`config.mk`:
```
export PLATFORM = sky130hd
export DESIGN_NAME = zip_local_header_stream_parser_top
export DESIGN_NICKNAME = d
export VERILOG_FILES = /design/src/rtl/zlp_pkg.sv /design/src/rtl/zlp_parser.sv /design/src/rtl/zlp_result_fifo.sv /design/src/rtl/zip_local_header_stream_parser_top.sv
export SDC_FILE = /design/constraint.sdc
export NUM_CORES = 2
export LEC_CHECK = 0
export BUFFER_PORTS_ARGS = -buffer_cell sky130_fd_sc_hd__buf_2
export CORE_AREA = 2 2 257 259
export DETAILED_ROUTE_END_ITERATION = 10
export DIE_AREA = 0 0 259 261
export MAX_ROUTING_LAYER = met4
export PLACE_DENSITY_LB_ADDON = 0.08
export SLEW_MARGIN = 20
export SYNTH_ARGS = -nofsm -noshare
export SYNTH_HDL_FRONTEND = slang
export SYNTH_SLANG_ARGS = --single-unit
```
`constraint.sdc`:
```
create_clock -name clock -period 15.88 [get_ports clock]
set_clock_uncertainty 0.05 [all_clocks]
set_input_delay 4.764 -clock clock [delete_from_list [all_inputs] [get_ports clock]]
set_output_delay 4.764 -clock clock [all_outputs]
set_load 0.01 [all_outputs]
```
`src/rtl/zlp_pkg.sv`:
```
// ----------------------------------------------------------------------------
// zlp_pkg
// Types and constants shared by the ZIP local header stream parser: payload
// structs, parser phases, result kinds, end status codes and signatures.
// ----------------------------------------------------------------------------
package zlp_pkg;

   // record signatures as seen in the little-endian sliding window
   localparam logic [31:0] SIG_LFH  = 32'h0403_4B50;
   localparam logic [31:0] SIG_CD   = 32'h0201_4B50;
   localparam logic [31:0] SIG_EOCD = 32'h0605_4B50;
   localparam logic [31:0] SIG_DESC = 32'h0807_4B50;

   // local header byte offsets
   localparam logic [4:0] OFS_METHOD_LO = 5'd8;
   localparam logic [4:0] OFS_METHOD_HI = 5'd9;
   localparam logic [4:0] OFS_PACKED_B0 = 5'd18;
   localparam logic [4:0] OFS_PACKED_B1 = 5'd19;
   localparam logic [4:0] OFS_PACKED_B2 = 5'd20;
   localparam logic [4:0] OFS_PACKED_B3 = 5'd21;
   localparam logic [4:0] OFS_PLAIN_B0  = 5'd22;
   localparam logic [4:0] OFS_PLAIN_B1  = 5'd23;
   localparam logic [4:0] OFS_PLAIN_B2  = 5'd24;
   localparam logic [4:0] OFS_PLAIN_B3  = 5'd25;
   localparam logic [4:0] OFS_NAME_LO   = 5'd26;
   localparam logic [4:0] OFS_NAME_HI   = 5'd27;
   localparam logic [4:0] OFS_EXTRA_LO  = 5'd28;
   localparam logic [4:0] OFS_EXTRA_HI  = 5'd29;

   localparam logic [31:0] HDR_LAST    = 32'd29;
   localparam logic [31:0] SIG_BYTES   = 32'd4;
   localparam logic [31:0] DESC_LEN    = 32'd16;
   localparam logic [31:0] NAME_LIMIT  = 32'd255;
   localparam logic [15:0] COUNT_MAX   = 16'hFFFF;
   localparam logic [15:0] METHOD_STORED  = 16'd0;
   localparam logic [15:0] METHOD_DEFLATE = 16'd8;

   // result kinds
   localparam logic [1:0] KIND_HEADER   = 2'd0;
   localparam logic [1:0] KIND_NAME     = 2'd1;
   localparam logic [1:0] KIND_DATA     = 2'd2;
   localparam logic [1:0] KIND_FINISHED = 2'd3;

   // end status codes
   localparam logic [1:0] END_NORMAL    = 2'd0;
   localparam logic [1:0] END_DIRECTORY = 2'd1;
   localparam logic [1:0] END_TRUNCATED = 2'd2;

   typedef enum logic [2:0] {
      PH_SCAN   = 3'd0,
      PH_HEADER = 3'd1,
      PH_NAME   = 3'd2,
      PH_EXTRA  = 3'd3,
      PH_DATA   = 3'd4,
      PH_POST   = 3'd5,
      PH_DESC   = 3'd6,
      PH_DONE   = 3'd7
   } phase_type;

   typedef struct packed {
      logic [7:0] data_byte;
      logic       is_final;
   } req_type;

   typedef struct packed {
      logic [1:0]  kind;
      logic [7:0]  byte_value;
      logic [15:0] method;
      logic [31:0] packed_size;
      logic [31:0] plain_size;
      logic [15:0] name_length;
      logic        method_supported;
      logic [15:0] entries_done;
      logic [1:0]  end_status;
      logic        run_last;
   } rsp_type;

   // results produced by one byte, in order
   typedef struct packed {
      logic [1:0] count;
      rsp_type    first;
      rsp_type    second;
   } push_type;

endpackage

```
`src/rtl/zlp_parser.sv`:
```
// ----------------------------------------------------------------------------
// zlp_parser
// Parser state registers and the single-pass next-state logic. Each byte
// transfer updates the state and yields zero, one or two results.
// ----------------------------------------------------------------------------
module zlp_parser (
   input  logic             clock,
   input  logic             reset,
   input  logic             accept,
   input  zlp_pkg::req_type item,
   output zlp_pkg::push_type push
);
   import zlp_pkg::*;

   logic [31:0] win_ff, win_in;
   phase_type   phase_ff, phase_in;
   logic [31:0] cnt_ff, cnt_in;
   logic [15:0] method_ff, method_in;
   logic [31:0] packed_ff, packed_in;
   logic [31:0] plain_ff, plain_in;
   logic [15:0] name_ff, name_in;
   logic [15:0] extra_ff, extra_in;
   logic [15:0] entries_ff, entries_in;

   logic [7:0]  b;
   logic        fin;
   logic [31:0] win_shift;
   logic [31:0] cnt_inc;
   logic        scan_stop;
   logic        scan_lfh;
   logic        entry_end;
   logic        first_v;
   logic [1:0]  first_kind;
   logic [7:0]  first_byte;
   logic [1:0]  first_status;
   logic        fin_v;
   logic [1:0]  fin_status;
   logic        supported;
   logic [15:0] entries_after;
   rsp_type     res_first;
   rsp_type     res_fin;

   assign b         = item.data_byte;
   assign fin       = item.is_final;
   assign win_shift = {b, win_ff[31:8]};
   assign cnt_inc   = cnt_ff + 32'd1;
   assign scan_stop = (win_shift == SIG_CD) || (win_shift == SIG_EOCD);
   assign scan_lfh  = (win_shift == SIG_LFH);

   // next state and results for one byte
   always_comb begin
      win_in       = win_ff;
      phase_in     = phase_ff;
      cnt_in       = cnt_ff;
      method_in    = method_ff;
      packed_in    = packed_ff;
      plain_in     = plain_ff;
      name_in      = name_ff;
      extra_in     = extra_ff;
      entries_in   = entries_ff;
      entry_end    = 1'b0;
      first_v      = 1'b0;
      first_kind   = KIND_HEADER;
      first_byte   = 8'd0;
      first_status = END_NORMAL;

      case (phase_ff)
         PH_SCAN, PH_POST: begin
            win_in = win_shift;
            if (phase_ff == PH_POST) begin
               cnt_in = cnt_inc;
            end
            if (phase_ff == PH_SCAN || cnt_inc >= SIG_BYTES) begin
               if (phase_ff == PH_POST && win_shift == SIG_DESC) begin
                  phase_in = PH_DESC;
               end else if (scan_stop) begin
                  phase_in     = PH_DONE;
                  first_v      = 1'b1;
                  first_kind   = KIND_FINISHED;
                  first_status = END_DIRECTORY;
               end else if (scan_lfh) begin
                  phase_in  = PH_HEADER;
                  cnt_in    = SIG_BYTES;
                  method_in = '0;
                  packed_in = '0;
                  plain_in  = '0;
                  name_in   = '0;
                  extra_in  = '0;
               end else begin
                  phase_in = PH_SCAN;
               end
            end
         end
         PH_DESC: begin
            cnt_in = cnt_inc;
            if (cnt_inc >= DESC_LEN) begin
               phase_in = PH_SCAN;
               win_in   = '0;
               cnt_in   = '0;
            end
         end
         PH_HEADER: begin
            // little-endian header fields
            case (cnt_ff[4:0])
               OFS_METHOD_LO: method_in[7:0]   = b;
               OFS_METHOD_HI: method_in[15:8]  = b;
               OFS_PACKED_B0: packed_in[7:0]   = b;
               OFS_PACKED_B1: packed_in[15:8]  = b;
               OFS_PACKED_B2: packed_in[23:16] = b;
               OFS_PACKED_B3: packed_in[31:24] = b;
               OFS_PLAIN_B0:  plain_in[7:0]    = b;
               OFS_PLAIN_B1:  plain_in[15:8]   = b;
               OFS_PLAIN_B2:  plain_in[23:16]  = b;
               OFS_PLAIN_B3:  plain_in[31:24]  = b;
               OFS_NAME_LO:   name_in[7:0]     = b;
               OFS_NAME_HI:   name_in[15:8]    = b;
               OFS_EXTRA_LO:  extra_in[7:0]    = b;
               OFS_EXTRA_HI:  extra_in[15:8]   = b;
               default: ;
            endcase
            cnt_in = cnt_inc;
            if (cnt_ff == HDR_LAST) begin
               first_v    = 1'b1;
               first_kind = KIND_HEADER;
               cnt_in     = '0;
               if (name_in != 16'd0) begin
                  phase_in = PH_NAME;
               end else if (extra_in != 16'd0) begin
                  phase_in = PH_EXTRA;
               end else if (packed_in != 32'd0) begin
                  phase_in = PH_DATA;
               end else begin
                  entry_end = 1'b1;
               end
            end
         end
         PH_NAME: begin
            if (cnt_ff < NAME_LIMIT) begin
               first_v    = 1'b1;
               first_kind = KIND_NAME;
               first_byte = b;
            end
            cnt_in = cnt_inc;
            if (cnt_inc >= {16'd0, name_ff}) begin
               cnt_in = '0;
               if (extra_ff != 16'd0) begin
                  phase_in = PH_EXTRA;
               end else if (packed_ff != 32'd0) begin
                  phase_in = PH_DATA;
               end else begin
                  entry_end = 1'b1;
               end
            end
         end
         PH_EXTRA: begin
            cnt_in = cnt_inc;
            if (cnt_inc >= {16'd0, extra_ff}) begin
               cnt_in = '0;
               if (packed_ff != 32'd0) begin
                  phase_in = PH_DATA;
               end else begin
                  entry_end = 1'b1;
               end
            end
         end
         PH_DATA: begin
            if (method_ff == METHOD_STORED || method_ff == METHOD_DEFLATE) begin
               first_v    = 1'b1;
               first_kind = KIND_DATA;
               first_byte = b;
            end
            cnt_in = cnt_inc;
            if (cnt_inc >= packed_ff) begin
               entry_end = 1'b1;
            end
         end
         default: ;
      endcase

      // entry completion
      supported = (method_in == METHOD_STORED) || (method_in == METHOD_DEFLATE);
      if (entry_end) begin
         if (supported && entries_ff != COUNT_MAX) begin
            entries_in = entries_ff + 16'd1;
         end
         phase_in = PH_POST;
         win_in   = '0;
         cnt_in   = '0;
      end
      entries_after = entries_in;

      // final byte of the archive
      fin_v      = fin && (phase_ff != PH_DONE) && (phase_in != PH_DONE);
      fin_status = (phase_in == PH_HEADER || phase_in == PH_NAME ||
                    phase_in == PH_EXTRA || phase_in == PH_DATA) ?
                   END_TRUNCATED : END_NORMAL;

      res_first.kind             = first_kind;
      res_first.byte_value       = first_byte;
      res_first.method           = method_in;
      res_first.packed_size      = packed_in;
      res_first.plain_size       = plain_in;
      res_first.name_length      = name_in;
      res_first.method_supported = supported;
      res_first.entries_done     = entries_ff;
      res_first.end_status       = first_status;
      res_first.run_last         = !fin_v;

      res_fin              = res_first;
      res_fin.kind         = KIND_FINISHED;
      res_fin.byte_value   = 8'd0;
      res_fin.entries_done = entries_after;
      res_fin.end_status   = fin_status;
      res_fin.run_last     = 1'b1;

      // back to the reset state after the final byte
      if (fin) begin
         win_in     = '0;
         phase_in   = PH_SCAN;
         cnt_in     = '0;
         method_in  = '0;
         packed_in  = '0;
         plain_in   = '0;
         name_in    = '0;
         extra_in   = '0;
         entries_in = '0;
      end

      // pack results in order
      push.count  = {1'b0, first_v} + {1'b0, fin_v};
      push.first  = first_v ? res_first : res_fin;
      push.second = res_fin;
      if (!accept) begin
         push.count = 2'd0;
      end
   end

   // state registers
   always_ff @(posedge clock) begin
      if (reset) begin
         win_ff     <= '0;
         phase_ff   <= PH_SCAN;
         cnt_ff     <= '0;
         method_ff  <= '0;
         packed_ff  <= '0;
         plain_ff   <= '0;
         name_ff    <= '0;
         extra_ff   <= '0;
         entries_ff <= '0;
      end else if (accept) begin
         win_ff     <= win_in;
         phase_ff   <= phase_in;
         cnt_ff     <= cnt_in;
         method_ff  <= method_in;
         packed_ff  <= packed_in;
         plain_ff   <= plain_in;
         name_ff    <= name_in;
         extra_ff   <= extra_in;
         entries_ff <= entries_in;
      end
   end

endmodule

```
`src/rtl/zlp_result_fifo.sv`:
```
// ----------------------------------------------------------------------------
// zlp_result_fifo
// Result queue between parser and output channel. Takes up to two results
// per cycle and presents the oldest one from a register.
// ----------------------------------------------------------------------------
module zlp_result_fifo #(
   parameter int DEPTH = 4
) (
   input  logic                        clock,
   input  logic                        reset,
   input  zlp_pkg::push_type           push,
   output logic                        out_valid,
   input  logic                        out_ready,
   output zlp_pkg::rsp_type            out_data,
   output logic [$clog2(DEPTH+1)-1:0] level
);
   import zlp_pkg::*;

   localparam int PW = $clog2(DEPTH);
   localparam int LW = $clog2(DEPTH + 1);

   rsp_type         mem_ff [DEPTH];
   logic [PW-1:0]   wr_ff, wr_in;
   logic [PW-1:0]   rd_ff, rd_in;
   logic [LW-1:0]   level_ff, level_in;
   logic [PW-1:0]   wr_next;
   logic            pop;

   function automatic logic [PW-1:0] ptr_inc(input logic [PW-1:0] p);
      ptr_inc = (p == PW'(DEPTH - 1)) ? '0 : p + PW'(1);
   endfunction

   assign wr_next   = ptr_inc(wr_ff);
   assign out_valid = (level_ff != '0);
   assign out_data  = mem_ff[rd_ff];
   assign pop       = out_valid && out_ready;
   assign level     = level_ff;

   // pointer and fill level update
   always_comb begin
      wr_in    = wr_ff;
      rd_in    = pop ? ptr_inc(rd_ff) : rd_ff;
      level_in = level_ff + LW'(push.count) - LW'(pop);
      case (push.count)
         2'd1:    wr_in = wr_next;
         2'd2:    wr_in = ptr_inc(wr_next);
         default: wr_in = wr_ff;
      endcase
   end

   always_ff @(posedge clock) begin
      if (reset) begin
         wr_ff    <= '0;
         rd_ff    <= '0;
         level_ff <= '0;
      end else begin
         wr_ff    <= wr_in;
         rd_ff    <= rd_in;
         level_ff <= level_in;
      end
   end

   // entry storage
   always_ff @(posedge clock) begin
      if (push.count != 2'd0) begin
         mem_ff[wr_ff] <= push.first;
      end
      if (push.count == 2'd2) begin
         mem_ff[wr_next] <= push.second;
      end
   end

endmodule

```
`src/rtl/zip_local_header_stream_parser_top.sv`:
```
// Results: each result is registered in the result queue at its byte transfer.
// Throughput: one byte per cycle; each byte gives up to two results, queued in
// FIFO_DEPTH result registers, and req_ready is high while two entries are free.
// Output: one result per cycle from the queue read port while rsp_ready is high.
// Reset: synchronous, active high; clears parser state and empties the queue.
// ----------------------------------------------------------------------------
// zip_local_header_stream_parser_top
// Byte-stream ZIP local header parser: parser stage feeding a result queue.
// ----------------------------------------------------------------------------
module zip_local_header_stream_parser_top #(
   parameter int FIFO_DEPTH = 4
) (
   input  logic             clock,
   input  logic             reset,
   input  logic             req_valid,
   output logic             req_ready,
   input  zlp_pkg::req_type req_data,
   output logic             rsp_valid,
   input  logic             rsp_ready,
   output zlp_pkg::rsp_type rsp_data
);
   import zlp_pkg::*;

   localparam int LW = $clog2(FIFO_DEPTH + 1);

   logic          req_fire;
   push_type      push;
   logic [LW-1:0] level;

   // room for the two results a byte may give
   assign req_ready = (level <= LW'(FIFO_DEPTH - 2));
   assign req_fire  = req_valid && req_ready;

   zlp_parser u_parser (
      .clock  (clock),
      .reset  (reset),
      .accept (req_fire),
      .item   (req_data),
      .push   (push)
   );

   zlp_result_fifo #(
      .DEPTH (FIFO_DEPTH)
   ) u_fifo (
      .clock     (clock),
      .reset     (reset),
      .push      (push),
      .out_valid (rsp_valid),
      .out_ready (rsp_ready),
      .out_data  (rsp_data),
      .level     (level)
   );

   // results only come from a byte transfer
   a_push_on_fire: assert property (@(posedge clock) disable iff (reset)
      (push.count != 2'd0) |-> req_fire)
      else $error("results pushed without a byte transfer");

   // queue never overfills
   a_no_overflow: assert property (@(posedge clock) disable iff (reset)
      level <= LW'(FIFO_DEPTH))
      else $error("result queue overflow");

   // a pair of results ends on the second one only
   a_pair_last: assert property (@(posedge clock) disable iff (reset)
      (push.count == 2'd2) |-> (push.second.run_last && !push.first.run_last))
      else $error("run_last misplaced in result pair");

   // a waiting queue holds its level when nothing is taken and no byte is accepted
   a_level_hold: assert property (@(posedge clock) disable iff (reset)
      (rsp_valid && !rsp_ready && !req_fire) |=> $stable(level))
      else $error("queue level changed without traffic");

endmodule

```
==> summary.md <==
| Metric | Value |
|---|---|
| PnR worst setup slack | 4.48 ns |
| Initial Util | 0.541 |
| Static leakage | 13.5 nW |
| DP HPWL | 66200 um |
| CTS H-tree lvls | 3 |
| Total Wirelength | 105000 um |
| # nets final | 3420 |
| CP Capture Type | flop |
| CP max FO | 65 |
| Worst skew pair latency | 0.62 ns |
| Synth top area share | 0.389 |
| Synthesized Nets | 3437 |
| Syn-to-layout area delta | 10.5% |
| Internal power | 3.32 mW |
| Placeable Area | 0.0650 mm^2 |
| Number of fill cells | 5297 |
| CTS tree | built |
| Synthesis warning total | 0 |
| Fraction of layout cells with a size suffix above 1 | 0.142 |
| Cells on worst reg2reg path | 25 |
| Flops & latches, synth | 700 |
| First-pass GRT wire length | 159000 um |
| Yosys cell types | 97 |
| CTS Hold Bufs | 0 |
| Least-Margin Pin Slew | 1.22 ns |
| Post-synthesis cell area | 0.0352 mm^2 |
| Fmax | 87.7 MHz |
| GRT Total Usage | 0.316 |
| Outcome | finished, final reports clean |
| Clock Path Buffers | 3 |
| DRT antenna net count | 0 |
| Clk sinks | 700 |
| Synth Instances | 3340 |
| Worst setup SP type | input port |
| Slew margin rel. | 0.190 |
| Peak supply drop | 0.104 mV |
| Gate power share | 0.147 |
| Wire length per cell | 24.6 um |
| Total chip power | 4.51 mW |
| Max-slew violations | 0 |
| Post-CTS Resized | 0 |
| Crit share post-route | 0.718 |
| Setup TNS | 0 ns |
| Post-synthesis async set-or-reset flop share | 0 |
| Top cells by area, synth | edfxtp_1, dfxtp_1, mux4_2, nor2_1, ha_1 |
| Setup Buffers After CTS | 0 |
| Sequential Power Share | 0.455 |
| Unrepaired setup endpoints after global routing | false |
| IO Pins | 141 |
| Critical path type | input port to flop |
| Synthesized area per cell | 10.5 um^2 |
| CP max stage delay | 0.88 ns |
| Maximum number of pins on one net before global-route repair | 101 |
| Max-cap check violation count | 0 |
| Worst Hold Class | flop to flop |
| Placer Congestion | 0.921 |
| Grt ovf | 0 |
| CTS buffer count | 75 |
| Via count | 27600 |
| Post-synth EDFFs | 456 |
| Final setup violation count | 0 |
| Capture point of the worst reg-to-reg path | u_fifo.mem_ff[2][78] |
| Die ar. | 0.0676 mm^2 |
| Arrival time worst endpoint | 11.59 ns |
| DIE WIDTH | 259 um |
| Ys flop type | edfxtp_1 |
| Vias/cell | 6.49 |
| Pwr dens | 116 mW/mm^2 |
| Port Buf Inserts | 140 |
| Clk pin slew, worst setup/hold paths | 0.06 ns |
| Clock root cell | clkbuf_16 |
| Clock power share | 0.398 |
| Switch share | 0.264 |
| Crit path cell chain | buf_2 -> nor3_1 -> nand2_1 -> mux2_2 -> nor4b_1 -> nand4_1 -> o311a_1 -> and2_1 -> a41oi_4 -> inv_1 -> ha_1 -> nand2_1 -> ha_1 -> nor2b_1 -> nor2_4 -> buf_4 -> inv_6 -> buf_4 |
| Required time of the worst setup path | 16.07 ns |
| Setup slack, reg-to-reg | 6.21 ns |
| Reg-to-reg startpoint | u_parser.cnt_ff[0] |
| Sequential fraction of the synthesis area | 0.528 |
| CP endpoint | u_fifo.mem_ff[2][78] |
| Final worst path period need | 11.40 ns |
| Number of global-route vias before repair | 26400 |
| Remaining routing DRC violations | 0 |
| Pre-antenna DRT Iters | 7 |
| Fin. Hold Viols | 0 |
| P_sw | 1.19 mW |
| Finished Core Util | 0.598 |
| Area leader, netlist | edfxtp_1 |
| Start point of the critical path | req_data[6] |
| Die H | 261 um |
| Initial drt markers | 3178 |
| Setup WS pre-CTS | 3.93 ns |
| Initial antenna violation count | 0 |
| Row count | 94 |
| Slowest stage cell, crit path | buf_4 |
## how the worst min path moves through the flow
stage,to,start,slack [ns],cells after the start
after detailed placement,u_fifo.mem_ff[3][116],u_fifo.mem_ff[3][116],0.39,2
after global placement,u_fifo.mem_ff[1][119],u_fifo.mem_ff[1][119],0.39,2
final,u_fifo.mem_ff[3][116],u_fifo.mem_ff[3][116],0.40,2
after global routing,u_fifo.mem_ff[3][117],u_fifo.mem_ff[3][117],0.42,2
after floorplan,u_fifo.mem_ff[2][116],u_fifo.mem_ff[2][116],0.38,2
after CTS,u_fifo.mem_ff[3][121],u_fifo.mem_ff[3][121],0.40,2
## layout make-up
type	instances	area (um^2)	area share
clock inverters	32	392	0.0101
inverters	97	384	0.00988
repair buffers	182	1040	0.0267
multi-input cells	2267	15200	0.392
diodes	1	2.50	0.0000643
well taps	864	1080	0.0278
clock buffers	105	2160	0.0556
flip-flops and latches	700	18600	0.478
## synthesized netlist by cell type, drive strengths merged (16+ instances only)
cell type  instances
nor2             662
edfxtp           456
dfxtp            244
clkbuf           219
nand2            198
a21oi            183
mux4             126
nor3             114
and3              95
inv               95
nand3             94
a2bb2oi           93
ha                83
o21ai             77
nor4              58
buf               57
a22oi             55
nand4             38
xnor2             26
o31ai             25
a31oi             22
o211ai            22
a211oi            21
and2              21
mux2i             17
or3               17
nor2b             16
## metrics by stage
stage | hold WS [ns] | instances | cell area [um^2]
6_report | 0.404 | 4248 | 38900
5_1_grt | 0.420 | 4247 | 38900
4_1_cts | 0.402 | 4247 | 38900
3_5_place_dp | 0.394 | 4110 | 36300
3_3_place_gp | 0.389 | 4110 | 36300
2_1_floorplan | 0.379 | 3340 | 35200
## layer usage
layer | global-route usage | wire [um]
met3 | 0.0421 | 8190
met1 | 0.438 | 44900
met5 | - | 0
met4 | 0.101 | 3050
met2 | 0.484 | 48500
## cell families (layout without fill, tap and decap cells)
group	after synthesis	in the layout	synth area share
compound gates	616	616	0.123
xor+xnor	35	35	0.00892
fa+ha+maj	84	84	0.0301
buf+inv	373	416	0.0415
flops	700	700	0.528
mux	149	149	0.0873
other cells	0	1	0
simple gates	1383	1383	0.182
## worst max-delay path, delay by kind of cell
kind | cells | cell delay [ns]
muxes | 1 | 0.30
buffers and inverters | 5 | 2.21
AOI/OAI and AO/OA | 2 | 0.93
adders and majority gates | 2 | 0.59
and+or+nand+nor | 8 | 2.70
## power groups by stage
stage                     clock network, mW  logic, mW  registers, mW
after detailed placement                  0      0.665           2.09
after CTS                              1.81      0.666           2.05
after floorplan                           0      0.456           2.06
final                                  1.80      0.662           2.05
after global routing                   1.88      0.704           2.06
after global placement                    0      0.662           2.09
## cell usage in the layout, fill, tap and decap left out, drive strengths merged, types with 21 or more instances in the layout
master	netlist	final
and2	21	21
a22oi	55	55
edfxtp	456	456
clkinv	2	22
o211ai	22	22
mux4	126	126
nor3	114	114
inv	95	97
o31ai	25	25
nand3	94	94
xnor2	26	26
nand4	38	38
nor2	662	662
a211oi	21	21
a2bb2oi	93	93
and3	95	95
buf	57	182
a31oi	22	22
a21oi	183	183
ha	83	83
o21ai	77	77
nor4	58	58
dfxtp	244	244
clkbuf	219	105
nand2	198	198
## flip-flops by register name, summed over array words and instances, names as in the netlist, named ones only
| name | count |
|---|---|
| u_fifo.mem_ff | 504 |
| u_parser.cnt_ff | 32 |
| u_parser.packed_ff | 32 |
| u_parser.plain_ff | 32 |
| u_parser.win_ff | 24 |
| u_parser.entries_ff | 16 |
| u_parser.extra_ff | 16 |
| u_parser.method_ff | 16 |
| u_parser.name_ff | 16 |
| u_fifo.level | 3 |
| u_parser.phase_ff | 3 |
| u_fifo.rd_ff | 2 |
| u_fifo.wr_ff | 2 |
(Power assumes the default switching activity.)
